$ cat src/sv/usbdcr_pkg.sv
`timescale 1ns / 1ps
`default_nettype none

package usbdcr_pkg;

    localparam int NUM_EP = 4;

    // item kinds carried in tuser
    typedef enum logic [2:0] {
        OP_READ       = 3'd0,
        OP_WRITE      = 3'd1,
        OP_BUS_RST_ON = 3'd2,
        OP_BUS_RST_OFF= 3'd3,
        OP_SETUP      = 3'd4,
        OP_PACKET     = 3'd5
    } op_t;

    // receive status codes
    localparam logic [1:0] RS_OK         = 2'd0;
    localparam logic [1:0] RS_NOT_PRIMED = 2'd1;
    localparam logic [1:0] RS_TOO_BIG    = 2'd2;
    localparam logic [1:0] RS_NONE       = 2'd3;

    // read widths
    localparam logic [1:0] SZ_BYTE = 2'd0;
    localparam logic [1:0] SZ_HALF = 2'd1;
    localparam logic [1:0] SZ_WORD = 2'd2;

    // register offsets
    localparam logic [8:0] OFF_ID         = 9'h000;
    localparam logic [8:0] OFF_HWGENERAL  = 9'h004;
    localparam logic [8:0] OFF_HWHOST     = 9'h008;
    localparam logic [8:0] OFF_HWDEVICE   = 9'h00C;
    localparam logic [8:0] OFF_HWTXBUF    = 9'h010;
    localparam logic [8:0] OFF_HWRXBUF    = 9'h014;
    localparam logic [8:0] OFF_GPTIMER0   = 9'h080;
    localparam logic [8:0] OFF_GPTIMER1   = 9'h084;
    localparam logic [8:0] OFF_CAPLENGTH  = 9'h100;
    localparam logic [8:0] OFF_HCIVERSION = 9'h102;
    localparam logic [8:0] OFF_HCSPARAMS  = 9'h104;
    localparam logic [8:0] OFF_HCCPARAMS  = 9'h108;
    localparam logic [8:0] OFF_HCRSVD     = 9'h10C;
    localparam logic [8:0] OFF_DCIVERSION = 9'h120;
    localparam logic [8:0] OFF_DCCPARAMS  = 9'h124;
    localparam logic [8:0] OFF_USBCMD     = 9'h140;
    localparam logic [8:0] OFF_USBSTS     = 9'h144;
    localparam logic [8:0] OFF_USBINTR    = 9'h148;
    localparam logic [8:0] OFF_DEVADDR    = 9'h154;
    localparam logic [8:0] OFF_EPLISTADDR = 9'h158;
    localparam logic [8:0] OFF_PORTSC     = 9'h184;
    localparam logic [8:0] OFF_OTGSC      = 9'h1A4;
    localparam logic [8:0] OFF_USBMODE    = 9'h1A8;
    localparam logic [8:0] OFF_EPSETUPSR  = 9'h1AC;
    localparam logic [8:0] OFF_EPPRIME    = 9'h1B0;
    localparam logic [8:0] OFF_EPFLUSH    = 9'h1B4;
    localparam logic [8:0] OFF_EPSTAT     = 9'h1B8;
    localparam logic [8:0] OFF_EPCOMPLETE = 9'h1BC;
    localparam logic [8:0] OFF_EPCTRL0    = 9'h1C0;
    localparam logic [8:0] OFF_EPCTRL1    = 9'h1C4;
    localparam logic [8:0] OFF_EPCTRL2    = 9'h1C8;
    localparam logic [8:0] OFF_EPCTRL3    = 9'h1CC;

    // fixed read values
    localparam logic [31:0] VAL_ID         = 32'h0042FA05;
    localparam logic [31:0] VAL_HWGENERAL  = 32'h000002C5;
    localparam logic [31:0] VAL_HWHOST     = 32'h10020001;
    localparam logic [31:0] VAL_HWDEVICE   = 32'h00000009;
    localparam logic [31:0] VAL_HWTXBUF    = 32'h80050708;
    localparam logic [31:0] VAL_HWRXBUF    = 32'h00000508;
    localparam logic [31:0] VAL_CAPLENGTH  = 32'h01000040;
    localparam logic [31:0] VAL_HCSPARAMS  = 32'h00010011;
    localparam logic [31:0] VAL_HCCPARAMS  = 32'h00000006;
    localparam logic [31:0] VAL_DCIVERSION = 32'h00000001;
    localparam logic [31:0] VAL_DCCPARAMS  = 32'h00000184;
    localparam logic [31:0] VAL_EPCTRL0    = 32'h00800080;
    localparam logic [31:0] VAL_CAP_BYTE   = 32'h00000040;
    localparam logic [31:0] VAL_HCI_HALF   = 32'h00000100;

    // masks and reset values
    localparam logic [31:0] INTR_MASK      = 32'h030101D7;
    localparam logic [31:0] OTG_WMASK      = 32'h7F00003B;
    localparam logic [31:0] OTG_W1C_MASK   = 32'h007F0000;
    localparam logic [31:0] PORT_RST_ON    = 32'h0C000100;
    localparam logic [31:0] CMD_RESET_VAL  = 32'h00080000;
    localparam logic [31:0] PORT_RESET_VAL = 32'hEC000004;
    localparam logic [30:0] OTG_RESET_VAL  = 31'h00000F20;

    typedef struct packed {
        logic [3:0]  tx_ioc_bits;
        logic        head_ios;
        logic        desc_ioc;
        logic [14:0] desc_max_len;
        logic [14:0] pkt_len;
        logic [1:0]  ep_index;
        logic [31:0] wdata;
        logic [1:0]  access_size;
        logic [8:0]  offset;
        logic [2:0]  op;
    } in_item_t;

    typedef struct packed {
        logic [3:0]  tx_done_bits;
        logic [3:0]  rx_primed_bits;
        logic        irq;
        logic [1:0]  recv_status;
        logic        bad_access;
        logic [31:0] rdata;
    } res_item_t;

endpackage

`default_nettype wire

$ cat src/sv/usbdcr_in_stage.sv
`timescale 1ns / 1ps
`default_nettype none

module usbdcr_in_stage
    import usbdcr_pkg::*;
(
    input  wire logic     aclk,
    input  wire logic     aresetn,
    input  wire logic     s_valid,
    output logic          s_ready,
    input  wire in_item_t s_item,
    input  wire logic     advance,
    output logic          p_valid,
    output in_item_t      p_item
);

    logic     valid_reg;
    in_item_t item_reg;

    assign s_ready = !valid_reg || advance;
    assign p_valid = valid_reg;
    assign p_item  = item_reg;

    always_ff @(posedge aclk) begin
        if (!aresetn) begin
            valid_reg <= 1'b0;
        end else if (s_ready) begin
            valid_reg <= s_valid;
        end
    end

    always_ff @(posedge aclk) begin
        if (s_ready && s_valid) begin
            item_reg <= s_item;
        end
    end

endmodule

`default_nettype wire

$ cat src/sv/usbdcr_regs.sv
`timescale 1ns / 1ps
`default_nettype none

module usbdcr_regs
    import usbdcr_pkg::*;
#(
    parameter int NUM_ENDPOINTS = NUM_EP
)
(
    input  wire logic     aclk,
    input  wire logic     aresetn,
    input  wire logic     cfg_we,
    input  wire logic     cfg_wdata,
    input  wire logic     fire,
    input  wire in_item_t item,
    output res_item_t     result
);

    localparam int N = NUM_ENDPOINTS;

    logic         variant_cx_reg;
    logic [31:0]  cmd_reg,       cmd_next;
    logic [6:0]   status_reg,    status_next;
    logic [25:0]  intr_en_reg,   intr_en_next;
    logic [6:0]   dev_addr_reg,  dev_addr_next;
    logic [20:0]  list_base_reg, list_base_next;
    logic [31:0]  port_reg,      port_next;
    logic [30:0]  otg_reg,       otg_next;
    logic [N-1:0] setup_reg,     setup_next;
    logic [N-1:0] rx_primed_reg, rx_primed_next;
    logic [N-1:0] tx_primed_reg, tx_primed_next;
    logic [N-1:0] rx_done_reg,   rx_done_next;
    logic [N-1:0] tx_done_reg,   tx_done_next;

    logic [31:0]  wd;
    logic [15:0]  ep_onehot;
    logic [N-1:0] ep_bit;
    logic [N-1:0] rx_set;
    logic [N-1:0] tx_set;
    logic [15:0]  txioc16;
    logic [31:0]  otg_tmp;
    logic [31:0]  word;
    logic         word_hit;
    logic [31:0]  rdata;
    logic         bad;
    logic [1:0]   rstat;
    logic [N-1:0] rxp;
    logic [N-1:0] txd;
    logic [15:0]  rxp16;
    logic [15:0]  txd16;
    logic         irq;

    assign wd        = item.wdata;
    assign ep_onehot = 16'(1) << item.ep_index;
    assign ep_bit    = ep_onehot[N-1:0];
    assign rx_set    = wd[N-1:0];
    assign tx_set    = wd[16+N-1:16];
    assign txioc16   = 16'(item.tx_ioc_bits);

    // word read decode from current state
    always_comb begin
        word     = '0;
        word_hit = 1'b1;
        case (item.offset)
            OFF_ID:         word = VAL_ID;
            OFF_HWGENERAL:  word = VAL_HWGENERAL;
            OFF_HWHOST:     word = VAL_HWHOST;
            OFF_HWDEVICE:   word = VAL_HWDEVICE;
            OFF_HWTXBUF:    word = VAL_HWTXBUF;
            OFF_HWRXBUF:    word = VAL_HWRXBUF;
            OFF_CAPLENGTH:  word = VAL_CAPLENGTH;
            OFF_HCSPARAMS:  word = VAL_HCSPARAMS;
            OFF_HCCPARAMS:  word = VAL_HCCPARAMS;
            OFF_HCRSVD:     word = '0;
            OFF_DCIVERSION: word = VAL_DCIVERSION;
            OFF_DCCPARAMS:  word = VAL_DCCPARAMS;
            OFF_USBCMD:     word = cmd_reg;
            OFF_USBSTS:     word = 32'(status_reg);
            OFF_USBINTR:    word = 32'(intr_en_reg);
            OFF_DEVADDR:    word = {dev_addr_reg, 25'd0};
            OFF_EPLISTADDR: word = {list_base_reg, 11'd0};
            OFF_PORTSC:     word = port_reg;
            OFF_OTGSC:      word = {1'b0, otg_reg};
            OFF_USBMODE:    word_hit = variant_cx_reg;
            OFF_EPSETUPSR:  word = 32'(setup_reg);
            OFF_EPPRIME, OFF_EPFLUSH: word = '0;
            OFF_EPSTAT:     word = 32'(rx_primed_reg) | (32'(tx_primed_reg) << 16);
            OFF_EPCOMPLETE: word = 32'(rx_done_reg) | (32'(tx_done_reg) << 16);
            OFF_EPCTRL0:    word = VAL_EPCTRL0;
            OFF_EPCTRL1, OFF_EPCTRL2, OFF_EPCTRL3: word = '0;
            default:        word_hit = 1'b0;
        endcase
    end

    always_comb begin
        cmd_next       = cmd_reg;
        status_next    = status_reg;
        intr_en_next   = intr_en_reg;
        dev_addr_next  = dev_addr_reg;
        list_base_next = list_base_reg;
        port_next      = port_reg;
        otg_next       = otg_reg;
        setup_next     = setup_reg;
        rx_primed_next = rx_primed_reg;
        tx_primed_next = tx_primed_reg;
        rx_done_next   = rx_done_reg;
        tx_done_next   = tx_done_reg;
        rdata          = '0;
        bad            = 1'b0;
        rstat          = RS_NONE;
        rxp            = '0;
        txd            = '0;
        otg_tmp        = '0;

        case (op_t'(item.op))
            OP_READ: begin
                case (item.access_size)
                    SZ_BYTE: begin
                        if (item.offset == OFF_CAPLENGTH) rdata = VAL_CAP_BYTE;
                        else bad = 1'b1;
                    end
                    SZ_HALF: begin
                        if (item.offset == OFF_HCIVERSION) rdata = VAL_HCI_HALF;
                        else bad = 1'b1;
                    end
                    SZ_WORD: begin
                        if (word_hit) rdata = word;
                        else bad = 1'b1;
                    end
                    default: bad = 1'b1;
                endcase
            end
            OP_WRITE: begin
                case (item.offset)
                    OFF_GPTIMER0, OFF_GPTIMER1, OFF_PORTSC, OFF_USBMODE,
                    OFF_EPCTRL0, OFF_EPCTRL1, OFF_EPCTRL2, OFF_EPCTRL3: begin
                    end
                    OFF_USBCMD: begin
                        // command reset returns every register but variant_cx to its reset value
                        if (wd[1]) begin
                            cmd_next       = CMD_RESET_VAL;
                            status_next    = '0;
                            intr_en_next   = '0;
                            dev_addr_next  = '0;
                            list_base_next = '0;
                            port_next      = PORT_RESET_VAL;
                            otg_next       = OTG_RESET_VAL;
                            setup_next     = '0;
                            rx_primed_next = '0;
                            tx_primed_next = '0;
                            rx_done_next   = '0;
                            tx_done_next   = '0;
                        end else begin
                            cmd_next = wd;
                        end
                    end
                    OFF_USBSTS:     status_next    = status_reg & ~wd[6:0];
                    OFF_USBINTR:    intr_en_next   = wd[25:0] & INTR_MASK[25:0];
                    OFF_DEVADDR:    dev_addr_next  = wd[31:25];
                    OFF_EPLISTADDR: list_base_next = wd[31:11];
                    OFF_OTGSC: begin
                        otg_tmp  = ({1'b0, otg_reg} & ~OTG_WMASK) | (wd & OTG_WMASK);
                        otg_tmp  = otg_tmp & ~(wd & OTG_W1C_MASK);
                        otg_next = otg_tmp[30:0];
                    end
                    OFF_EPSETUPSR:  setup_next = setup_reg & ~rx_set;
                    OFF_EPPRIME: begin
                        // transmit primes complete at once
                        rx_primed_next = rx_primed_reg | rx_set;
                        tx_primed_next = tx_primed_reg & ~tx_set;
                        tx_done_next   = tx_done_reg | tx_set;
                        rxp            = rx_set;
                        txd            = tx_set;
                        if (|(tx_set & txioc16[N-1:0])) status_next[0] = 1'b1;
                    end
                    OFF_EPFLUSH: begin
                        rx_primed_next = rx_primed_reg & ~rx_set;
                        tx_primed_next = tx_primed_reg & ~tx_set;
                    end
                    OFF_EPCOMPLETE: begin
                        rx_done_next = rx_done_reg & ~rx_set;
                        tx_done_next = tx_done_reg & ~tx_set;
                    end
                    default: bad = 1'b1;
                endcase
            end
            OP_BUS_RST_ON: begin
                port_next      = (port_reg & ~32'd1) | PORT_RST_ON;
                dev_addr_next  = '0;
                status_next[6] = 1'b1;
                rx_primed_next = '0;
                tx_primed_next = '0;
            end
            OP_BUS_RST_OFF: begin
                port_next      = (port_reg & ~PORT_RST_ON) | 32'd1;
                status_next[2] = 1'b1;
            end
            OP_SETUP: begin
                setup_next = setup_reg | ep_bit;
                if (item.head_ios) status_next[0] = 1'b1;
            end
            OP_PACKET: begin
                if (!(|(rx_primed_reg & ep_bit))) begin
                    rstat = RS_NOT_PRIMED;
                end else if (item.pkt_len > item.desc_max_len) begin
                    rstat = RS_TOO_BIG;
                end else begin
                    rstat          = RS_OK;
                    rx_primed_next = rx_primed_reg & ~ep_bit;
                    rx_done_next   = rx_done_reg | ep_bit;
                    if (item.desc_ioc) status_next[0] = 1'b1;
                end
            end
            default: begin
            end
        endcase
    end

    assign irq = (|(status_next & intr_en_next[6:0])) |
                 (|(otg_next[30:24] & otg_next[22:16]));
    assign rxp16 = 16'(rxp);
    assign txd16 = 16'(txd);

    always_comb begin
        result.rdata          = rdata;
        result.bad_access     = bad;
        result.recv_status    = rstat;
        result.irq            = irq;
        result.rx_primed_bits = rxp16[3:0];
        result.tx_done_bits   = txd16[3:0];
    end

    always_ff @(posedge aclk) begin
        if (!aresetn) begin
            variant_cx_reg <= 1'b0;
        end else if (cfg_we) begin
            variant_cx_reg <= cfg_wdata;
        end
    end

    always_ff @(posedge aclk) begin
        if (!aresetn) begin
            cmd_reg       <= CMD_RESET_VAL;
            status_reg    <= '0;
            intr_en_reg   <= '0;
            dev_addr_reg  <= '0;
            list_base_reg <= '0;
            port_reg      <= PORT_RESET_VAL;
            otg_reg       <= OTG_RESET_VAL;
            setup_reg     <= '0;
            rx_primed_reg <= '0;
            tx_primed_reg <= '0;
            rx_done_reg   <= '0;
            tx_done_reg   <= '0;
        end else if (fire) begin
            cmd_reg       <= cmd_next;
            status_reg    <= status_next;
            intr_en_reg   <= intr_en_next;
            dev_addr_reg  <= dev_addr_next;
            list_base_reg <= list_base_next;
            port_reg      <= port_next;
            otg_reg       <= otg_next;
            setup_reg     <= setup_next;
            rx_primed_reg <= rx_primed_next;
            tx_primed_reg <= tx_primed_next;
            rx_done_reg   <= rx_done_next;
            tx_done_reg   <= tx_done_next;
        end
    end

endmodule

`default_nettype wire

$ cat src/sv/usbdcr_out_stage.sv
`timescale 1ns / 1ps
`default_nettype none

module usbdcr_out_stage
    import usbdcr_pkg::*;
(
    input  wire logic      aclk,
    input  wire logic      aresetn,
    input  wire logic      load,
    input  wire res_item_t res_in,
    output logic           free,
    output logic           m_valid,
    input  wire logic      m_ready,
    output res_item_t      m_item
);

    logic      valid_reg;
    res_item_t res_reg;

    assign free    = !valid_reg || m_ready;
    assign m_valid = valid_reg;
    assign m_item  = res_reg;

    always_ff @(posedge aclk) begin
        if (!aresetn) begin
            valid_reg <= 1'b0;
        end else if (free) begin
            valid_reg <= load;
        end
    end

    // hold the word until taken
    always_ff @(posedge aclk) begin
        if (load) begin
            res_reg <= res_in;
        end
    end

endmodule

`default_nettype wire

$ cat src/sv/usb_device_controller_registers_top.sv
`timescale 1ns / 1ps
`default_nettype none

// Channel  Dir  Bits  Contents
// s_axis   in   88    tdata: offset, access_size, wdata, ep_index, pkt_len,
//                     desc_max_len, desc_ioc, head_ios, tx_ioc_bits; tuser: op
// m_axis   out  48    tdata: rdata, bad_access, recv_status, irq,
//                     rx_primed_bits, tx_done_bits
// cfg      in   1     variant_cx, written when cfg_we is high
//
// One word per cycle sustained while m_axis_tready stays high.
// The word is decoded and the registers updated in one pass between the input
// register and the result register. Synchronous active-low reset restores all
// registers; a USBCMD write with bit 1 set does the same except variant_cx.
// A stalled result stage backs up into the input stage, then lowers s_axis_tready.

module usb_device_controller_registers_top
    import usbdcr_pkg::*;
#(
    parameter int NUM_ENDPOINTS = NUM_EP
)
(
    input  wire logic        aclk,
    input  wire logic        aresetn,
    input  wire logic        cfg_we,
    input  wire logic        cfg_wdata,
    input  wire logic        s_axis_tvalid,
    output logic             s_axis_tready,
    // [8:0] offset, [10:9] access_size, [42:11] wdata, [44:43] ep_index,
    // [59:45] pkt_len, [74:60] desc_max_len, [75] desc_ioc, [76] head_ios,
    // [80:77] tx_ioc_bits, [87:81] zero
    input  wire logic [87:0] s_axis_tdata,
    // [2:0] op
    input  wire logic [2:0]  s_axis_tuser,
    output logic             m_axis_tvalid,
    input  wire logic        m_axis_tready,
    // [31:0] rdata, [32] bad_access, [34:33] recv_status, [35] irq,
    // [39:36] rx_primed_bits, [43:40] tx_done_bits, [47:44] zero
    output logic [47:0]      m_axis_tdata
);

    in_item_t  s_item;
    in_item_t  p_item;
    res_item_t res;
    res_item_t m_item;
    logic      p_valid;
    logic      out_free;
    logic      advance;

    assign s_item.op           = s_axis_tuser;
    assign s_item.offset       = s_axis_tdata[8:0];
    assign s_item.access_size  = s_axis_tdata[10:9];
    assign s_item.wdata        = s_axis_tdata[42:11];
    assign s_item.ep_index     = s_axis_tdata[44:43];
    assign s_item.pkt_len      = s_axis_tdata[59:45];
    assign s_item.desc_max_len = s_axis_tdata[74:60];
    assign s_item.desc_ioc     = s_axis_tdata[75];
    assign s_item.head_ios     = s_axis_tdata[76];
    assign s_item.tx_ioc_bits  = s_axis_tdata[80:77];

    assign advance = p_valid && out_free;

    usbdcr_in_stage u_in (
        .aclk    (aclk),
        .aresetn (aresetn),
        .s_valid (s_axis_tvalid),
        .s_ready (s_axis_tready),
        .s_item  (s_item),
        .advance (advance),
        .p_valid (p_valid),
        .p_item  (p_item)
    );

    usbdcr_regs #(
        .NUM_ENDPOINTS (NUM_ENDPOINTS)
    ) u_regs (
        .aclk      (aclk),
        .aresetn   (aresetn),
        .cfg_we    (cfg_we),
        .cfg_wdata (cfg_wdata),
        .fire      (advance),
        .item      (p_item),
        .result    (res)
    );

    usbdcr_out_stage u_out (
        .aclk    (aclk),
        .aresetn (aresetn),
        .load    (advance),
        .res_in  (res),
        .free    (out_free),
        .m_valid (m_axis_tvalid),
        .m_ready (m_axis_tready),
        .m_item  (m_item)
    );

    assign m_axis_tdata = {4'd0, m_item.tx_done_bits, m_item.rx_primed_bits, m_item.irq,
                           m_item.recv_status, m_item.bad_access, m_item.rdata};

    // input stage full behind a stalled result must not take a word
    a_no_overrun: assert property (@(posedge aclk) disable iff (!aresetn)
        (p_valid && m_axis_tvalid && !m_axis_tready) |-> !s_axis_tready)
        else $error("input stage accepts while full and stalled");

    // a receive result never carries a bus access outcome
    a_recv_clean: assert property (@(posedge aclk) disable iff (!aresetn)
        (m_axis_tvalid && m_item.recv_status != RS_NONE) |->
        (!m_item.bad_access && m_item.rdata == '0 &&
         m_item.rx_primed_bits == '0 && m_item.tx_done_bits == '0))
        else $error("receive result carries access fields");

    // an unhandled access returns zero data
    a_bad_zero: assert property (@(posedge aclk) disable iff (!aresetn)
        (m_axis_tvalid && m_item.bad_access) |-> (m_item.rdata == '0))
        else $error("unhandled access returns data");

endmodule

`default_nettype wire

$ cat config.mk
export PLATFORM = sky130hd
export DESIGN_NAME = usb_device_controller_registers_top
export DESIGN_NICKNAME = d
export VERILOG_FILES = /design/src/sv/usbdcr_pkg.sv /design/src/sv/usbdcr_in_stage.sv /design/src/sv/usbdcr_regs.sv /design/src/sv/usbdcr_out_stage.sv /design/src/sv/usb_device_controller_registers_top.sv
export SDC_FILE = /design/constraint.sdc
export NUM_CORES = 1
export LEC_CHECK = 0
export BUFFER_PORTS_ARGS = -buffer_cell sky130_fd_sc_hd__buf_2
export CORE_MARGIN = 4
export CORE_UTILIZATION = 40
export CTS_CLUSTER_SIZE = 16
export DETAILED_ROUTE_END_ITERATION = 6
export SETUP_SLACK_MARGIN = 0.3
export SYNTH_ARGS = -nofsm -noshare
export SYNTH_HDL_FRONTEND = slang
export SYNTH_SLANG_ARGS = --single-unit
$ cat constraint.sdc
create_clock -name aclk -period 2.75 [get_ports aclk]
set_input_delay 0.4125 -clock aclk [delete_from_list [all_inputs] [get_ports aclk]]
set_output_delay 0.4125 -clock aclk [all_outputs]
set_load 0.005 [all_outputs]
# Word level (Yosys, flattened, before mapping)
# Cells that the tools add are included.
# word_totals
regBits	307
in_bits	97
output_inout_bits	50
word_cells	208
# classes
order_cmp	1
n_eq_ne	49
n_shift	1
muxes	56
bitwise	27
n_reduce_logical	39
# ops
cell	count
$pmux W32 S22	1
$eq A9 B9 Y1 const B	24
$pmux W32 S3	2
$mux W32	4
$mux W31	2
$pmux W31 S2	1
$pmux W26 S2	1
$pmux W4 S2	6
$pmux W21 S2	1
$or A4 B20 Y20	2
$pmux W4 S3	3
$and A4 B4 Y4	8
$reduce_and A4 Y1	8
$and A31 B31 Y31	1
$not A23 Y31	1
$or A24 B31 Y31	1
$mux W7	4
$pmux W7 S2	2
$reduce_or A28 Y1	1
$mux W26	1
$and A7 B7 Y7	3
$mux W21	1
$mux W4	5
$eq A9 B4 Y1 const B	2
41 further kinds	88

# Logic depth before layout (Yosys ltp)
# logic_depth
depth_word	8
depth_mapped	9
ltp_nobuf	8

# Cells and area by module
# From an unflattened synthesis, not the netlist that was laid out.
# unflattened
hier_cells	1080
area_unflattened_um2	11378.4
# modules_own_cells
mod	instances	cells_per_inst	area_each_um2	seq_area_each_um2
usbdcr_regs	1	937	7388.3	2682.6
usbdcr_in_stage	1	89	2580.0	2542.4
usbdcr_out_stage	1	48	1370.1	1341.3
usb_device_controller_registers_top	1	6	40.0	0.0

# Worst setup path before layout
# OpenSTA, ideal clock, no wires.
# synth_path
path_type	in2reg
start	input m_axis_tready
end	register u_in.item_reg (netlist bit u_in.p_item[0]), enable pin
setup_ns	0.452
arrival_time_ns	2.521
required_time_ns	2.298
setup_slack_ns	-0.223
path_stages	3
n_path_buf	0
cell_sequence	nor2b_1 -> nand2_1 -> and2_1
# synth_via
elab_chain_cells	4
# synth_lines
item	line_no	rtl
start: declaration	usb_device_controller_registers_top.sv:36	input wire logic m_axis_tready,
$logic_or A1 B1 Y1	usbdcr_out_stage.sv:20	assign free = !valid_reg || m_ready;
$logic_and A1 B1 Y1	usb_device_controller_registers_top.sv:61	assign advance = p_valid && out_free;
$logic_or A1 B1 Y1	usbdcr_in_stage.sv:20	assign s_ready = !valid_reg || advance;
net s_axis_tready	usb_device_controller_registers_top.sv:28	output logic s_axis_tready,
$logic_and A1 B1 Y1	usbdcr_in_stage.sv:33	if (s_ready && s_valid) begin
end signal: assignment	usbdcr_in_stage.sv:34	item_reg <= s_item;
end: declaration	usbdcr_in_stage.sv:18	in_item_t item_reg;
# The timed path passes the listed nets, and every way through them passes these cells.
# A chain may end at the register's enable or synchronous reset.

# Worst setup path in the final report
# layout_path
start	register u_in.item_reg (netlist bit u_in.p_item[5])
end	register u_out.res_reg (netlist bit u_out.m_item[14]) (data pin)
# layout_via
elab_chain_cells	5
elab_cells_between_ends	34
cone_classes	eq/ne (28); mux (4); reduce/logical (2)
# layout_lines
item	line_no	rtl
$eq A9 B9 Y1, or another cell as far along	usbdcr_regs.sv:64	case (item.offset)
$reduce_or A28 Y1 (no source line)	--	
$pmux W1 S2	usbdcr_regs.sv:64	
$mux W32 (*)	usbdcr_regs.sv:127	if (word_hit) rdata = word;
$pmux W32 S3 (*)	usbdcr_regs.sv:117	case (item.access_size)
end signal: assignment	usbdcr_out_stage.sv:35	res_reg <= res_in;
end: declaration	usbdcr_out_stage.sv:18	res_item_t res_reg;
# Mark *: on every way between the ends. The rest lies on a longest branch, timed or not.

==> impl_results.md <==
- Post-synth cell types: 82
- Gpl congestion: 0.892
- Flop pwr share: 50.4%
- Largest net degree at the start of global routing: 75
- Input/output buffers: 135
- Startpoint types: flip-flop
- Vias in the first global route: 9613
- Worst-Skew Late Latency: 0.55 ns
- Psw: 1970 µW
- Worst-Margin Slew: 0.695 ns
- Most frequent cells in the layout: dfxtp_1, buf_2, edfxtp_1
- Post-synthesis sequential area ratio: 57.2%
- First-pass GRT wire length: 56300 µm
- Clock-pin slew on the worst setup and hold paths: 0.06 ns
- Hold crit path type: in2reg
- Row count: 61
- CP cell instances: buf_4 -> and4bb_2 -> and3_1 -> nor4_1 -> nand2_1 -> o311ai_4 -> buf_6 -> buf_12 -> buf_12 -> a21oi_1
- Final core utilization: 53.2%
- Total grt overflow: 0
- Leak: 0.00549 µW
- Arr. time, crit path: 2.96 ns
- Crit end category: flip-flop
- Clock network power share: 43.4%
- Final WS setup: 0.0878 ns
- Max-Cap Viols: 0
- Syn. warnings: 0
- Flops & latches, synth: 264
- Final Hold Fails: 0
- WHS: 0.0334 ns
- DR pass1 iterations: 5
- Max reg flops: 84
- DRC viols: 0
- Synth-to-Final Area Change: 30.1%
- Logic pwr share: 6.2%
- Slew margin rel.: 53.3%
- Final Cycle Share: 96.8%
- Initial Utilization: 40.9%
- Crit-path max cell delay: 0.47 ns
- Share of cells above drive strength 1: 31.1%
- Setup CP Type: reg2reg
- Post-Place Worst Slack: 0.0700 ns
- Root Buffer: clkbuf_16
- Crit path max fanout: 8
- Core ar.: 28100 µm²
- # clock sinks: 264
- Initial antenna violation count: 0
- Layout net count: 1447
- Peak supply drop: 443 µV
- Commonest non-fill, non-tap cell in the layout: dfxtp_1
- Placed Cells: 1638
- Tmin final: 2.66 ns
- Die Wd: 177 µm
- Htree depth: 1
- Top cell by count, worst path: buf_12
- Main synth FF type: dfxtp_1
- Outcome: finished clean
- Full die area: 31500 µm²
- Cts hold-fix bufs: 0
- Worst path slowest cell: edfxtp_1
- Synth Area per Inst: 10.4 µm²
- Mapped cell area: 11500 µm²
- Switching share of power: 23.0%
- Asr flop ratio synth: 0%
- Post-Layout Cell Count: 1736
- Slew Limit Fails: 0
- IO Pins: 147
- PwrDens: 574 nW/µm²
- Routed wire per std cell: 21.9 µm
- Vias: 10100
- CTS tree: done
- RSZ-0062 raised after global routing: yes
- Final setup viols: 0
- Req. time, crit path: 3.04 ns
- Power Internal: 6600 µW
- Post-synth EDFFs: 128
- CTS buffer count: 29
- N_diodes: 0
- DRT Wirelength: 38100 µm
- Die Y: 177 µm
- Routed Antenna Nets: 0
- DPL Wire Length: 25400 µm
- Worst Clk Skew: 0.00971 ns
- CTS max path bufs: 3
- DR iter-0 viols: 1129
- Syn Inst Count: 1106
- Routed vias/inst: 5.80
- Setup TNS: 0 ns
- F_max: 376 MHz
- Overall Global Routing Usage: 23.0%
path summary, 6_finish.rpt:
path | start | end | slack, ns | cells past startpoint
worst min register to register | u_regs.cmd_reg[27] | u_regs.cmd_reg[27] | 0.45 | 2
worst max-delay path | u_in.p_item[5] | u_out.m_item[14] | 0.09 | 10
worst max register to register | u_in.p_item[5] | u_out.m_item[14] | 0.09 | 10
worst min-delay path | s_axis_tdata[40] | u_in.p_item[43] | 0.03 | 1
worst max-delay path, delay by kind of cell (launching register included):
kind | cells | cell delay (ns)
simple gates | 4 | 0.95
buf+inv | 4 | 0.68
flops | 1 | 0.47
compound gates | 2 | 0.30
Yosys cell counts, types with 10 or more instances:
library cell	n	share of area [%]
a21oi_1	109	4.8
a22oi_1	78	5.1
a31oi_1	17	0.93
and2_1	13	0.71
and3_1	47	2.6
buf_2	19	0.83
clkbuf_1	53	1.7
dfxtp_1	136	24
edfxtp_1	128	33
ha_1	15	1.6
inv_1	22	0.72
nand2_1	82	2.7
nand3_1	51	2.2
nand4_1	10	0.54
nor2_1	96	3.1
nor3_1	14	0.61
o211ai_1	12	0.78
o21ai_0	39	1.7
metrics by stage:
stage | cell area (µm²) | total power [µW]
5_1_grt | 14900 | 8860
6_report | 14900 | 8580
2_1_floorplan | 11500 | 4610
3_5_place_dp | 13200 | 4870
4_1_cts | 14400 | 8610
3_3_place_gp | 13200 | 4870
logic make-up (layout without fill, tap and decap cells):
group / Yosys count / count (layout) / share of synthesized area, %
other: 1 / 4 / 0.0327
adders and majority gates: 15 / 15 / 1.63
AOI/OAI and AO/OA: 319 / 319 / 18.5
DFF: 264 / 264 / 57.2
buffers and inverters: 108 / 357 / 3.98
and+or+nand+nor: 396 / 396 / 18.3
muxes: 3 / 3 / 0.370
power by group through the flow:
stage / Clock [µW] / Sequential [µW] / Combinational (µW)
2_1_floorplan: 0 / 4370 / 243
3_3_place_gp: 0 / 4400 / 467
3_5_place_dp: 0 / 4410 / 470
4_1_cts: 3790 / 4320 / 497
5_1_grt: 3960 / 4330 / 573
6_report: 3720 / 4320 / 530
layer usage:
layer  up-vias  GRT usage [%]  share of wire (%)
li1       4625              -                  -
met1      4886           32.5                 43
met2       494           36.7                 46
met5         -              0                  0
met3        63           3.86                8.5
met4         0           6.19                2.5
cell type report:
| type | instances | area, µm² |
|---|---|---|
| multi-input cells | 737 | 4930 |
| repair buffers | 279 | 1960 |
| inverters | 24 | 91.3 |
| clock inverters | 13 | 104 |
| well taps | 378 | 473 |
| clock buffers | 41 | 811 |
| flip-flops and latches | 264 | 6570 |
| fillers | 2568 | 13200 |
repair_timing:
action / CTS / global route
setup buffers: 20 / 22
gates resized for setup: 32 / 72
setup endpoints to repair: 52 / 112
gates cloned: 1 / 1
endpoints found under the hold margin: 0 / 0
pin swaps: 9 / 44
Note: power is estimated with default switching activity, not from simulation.
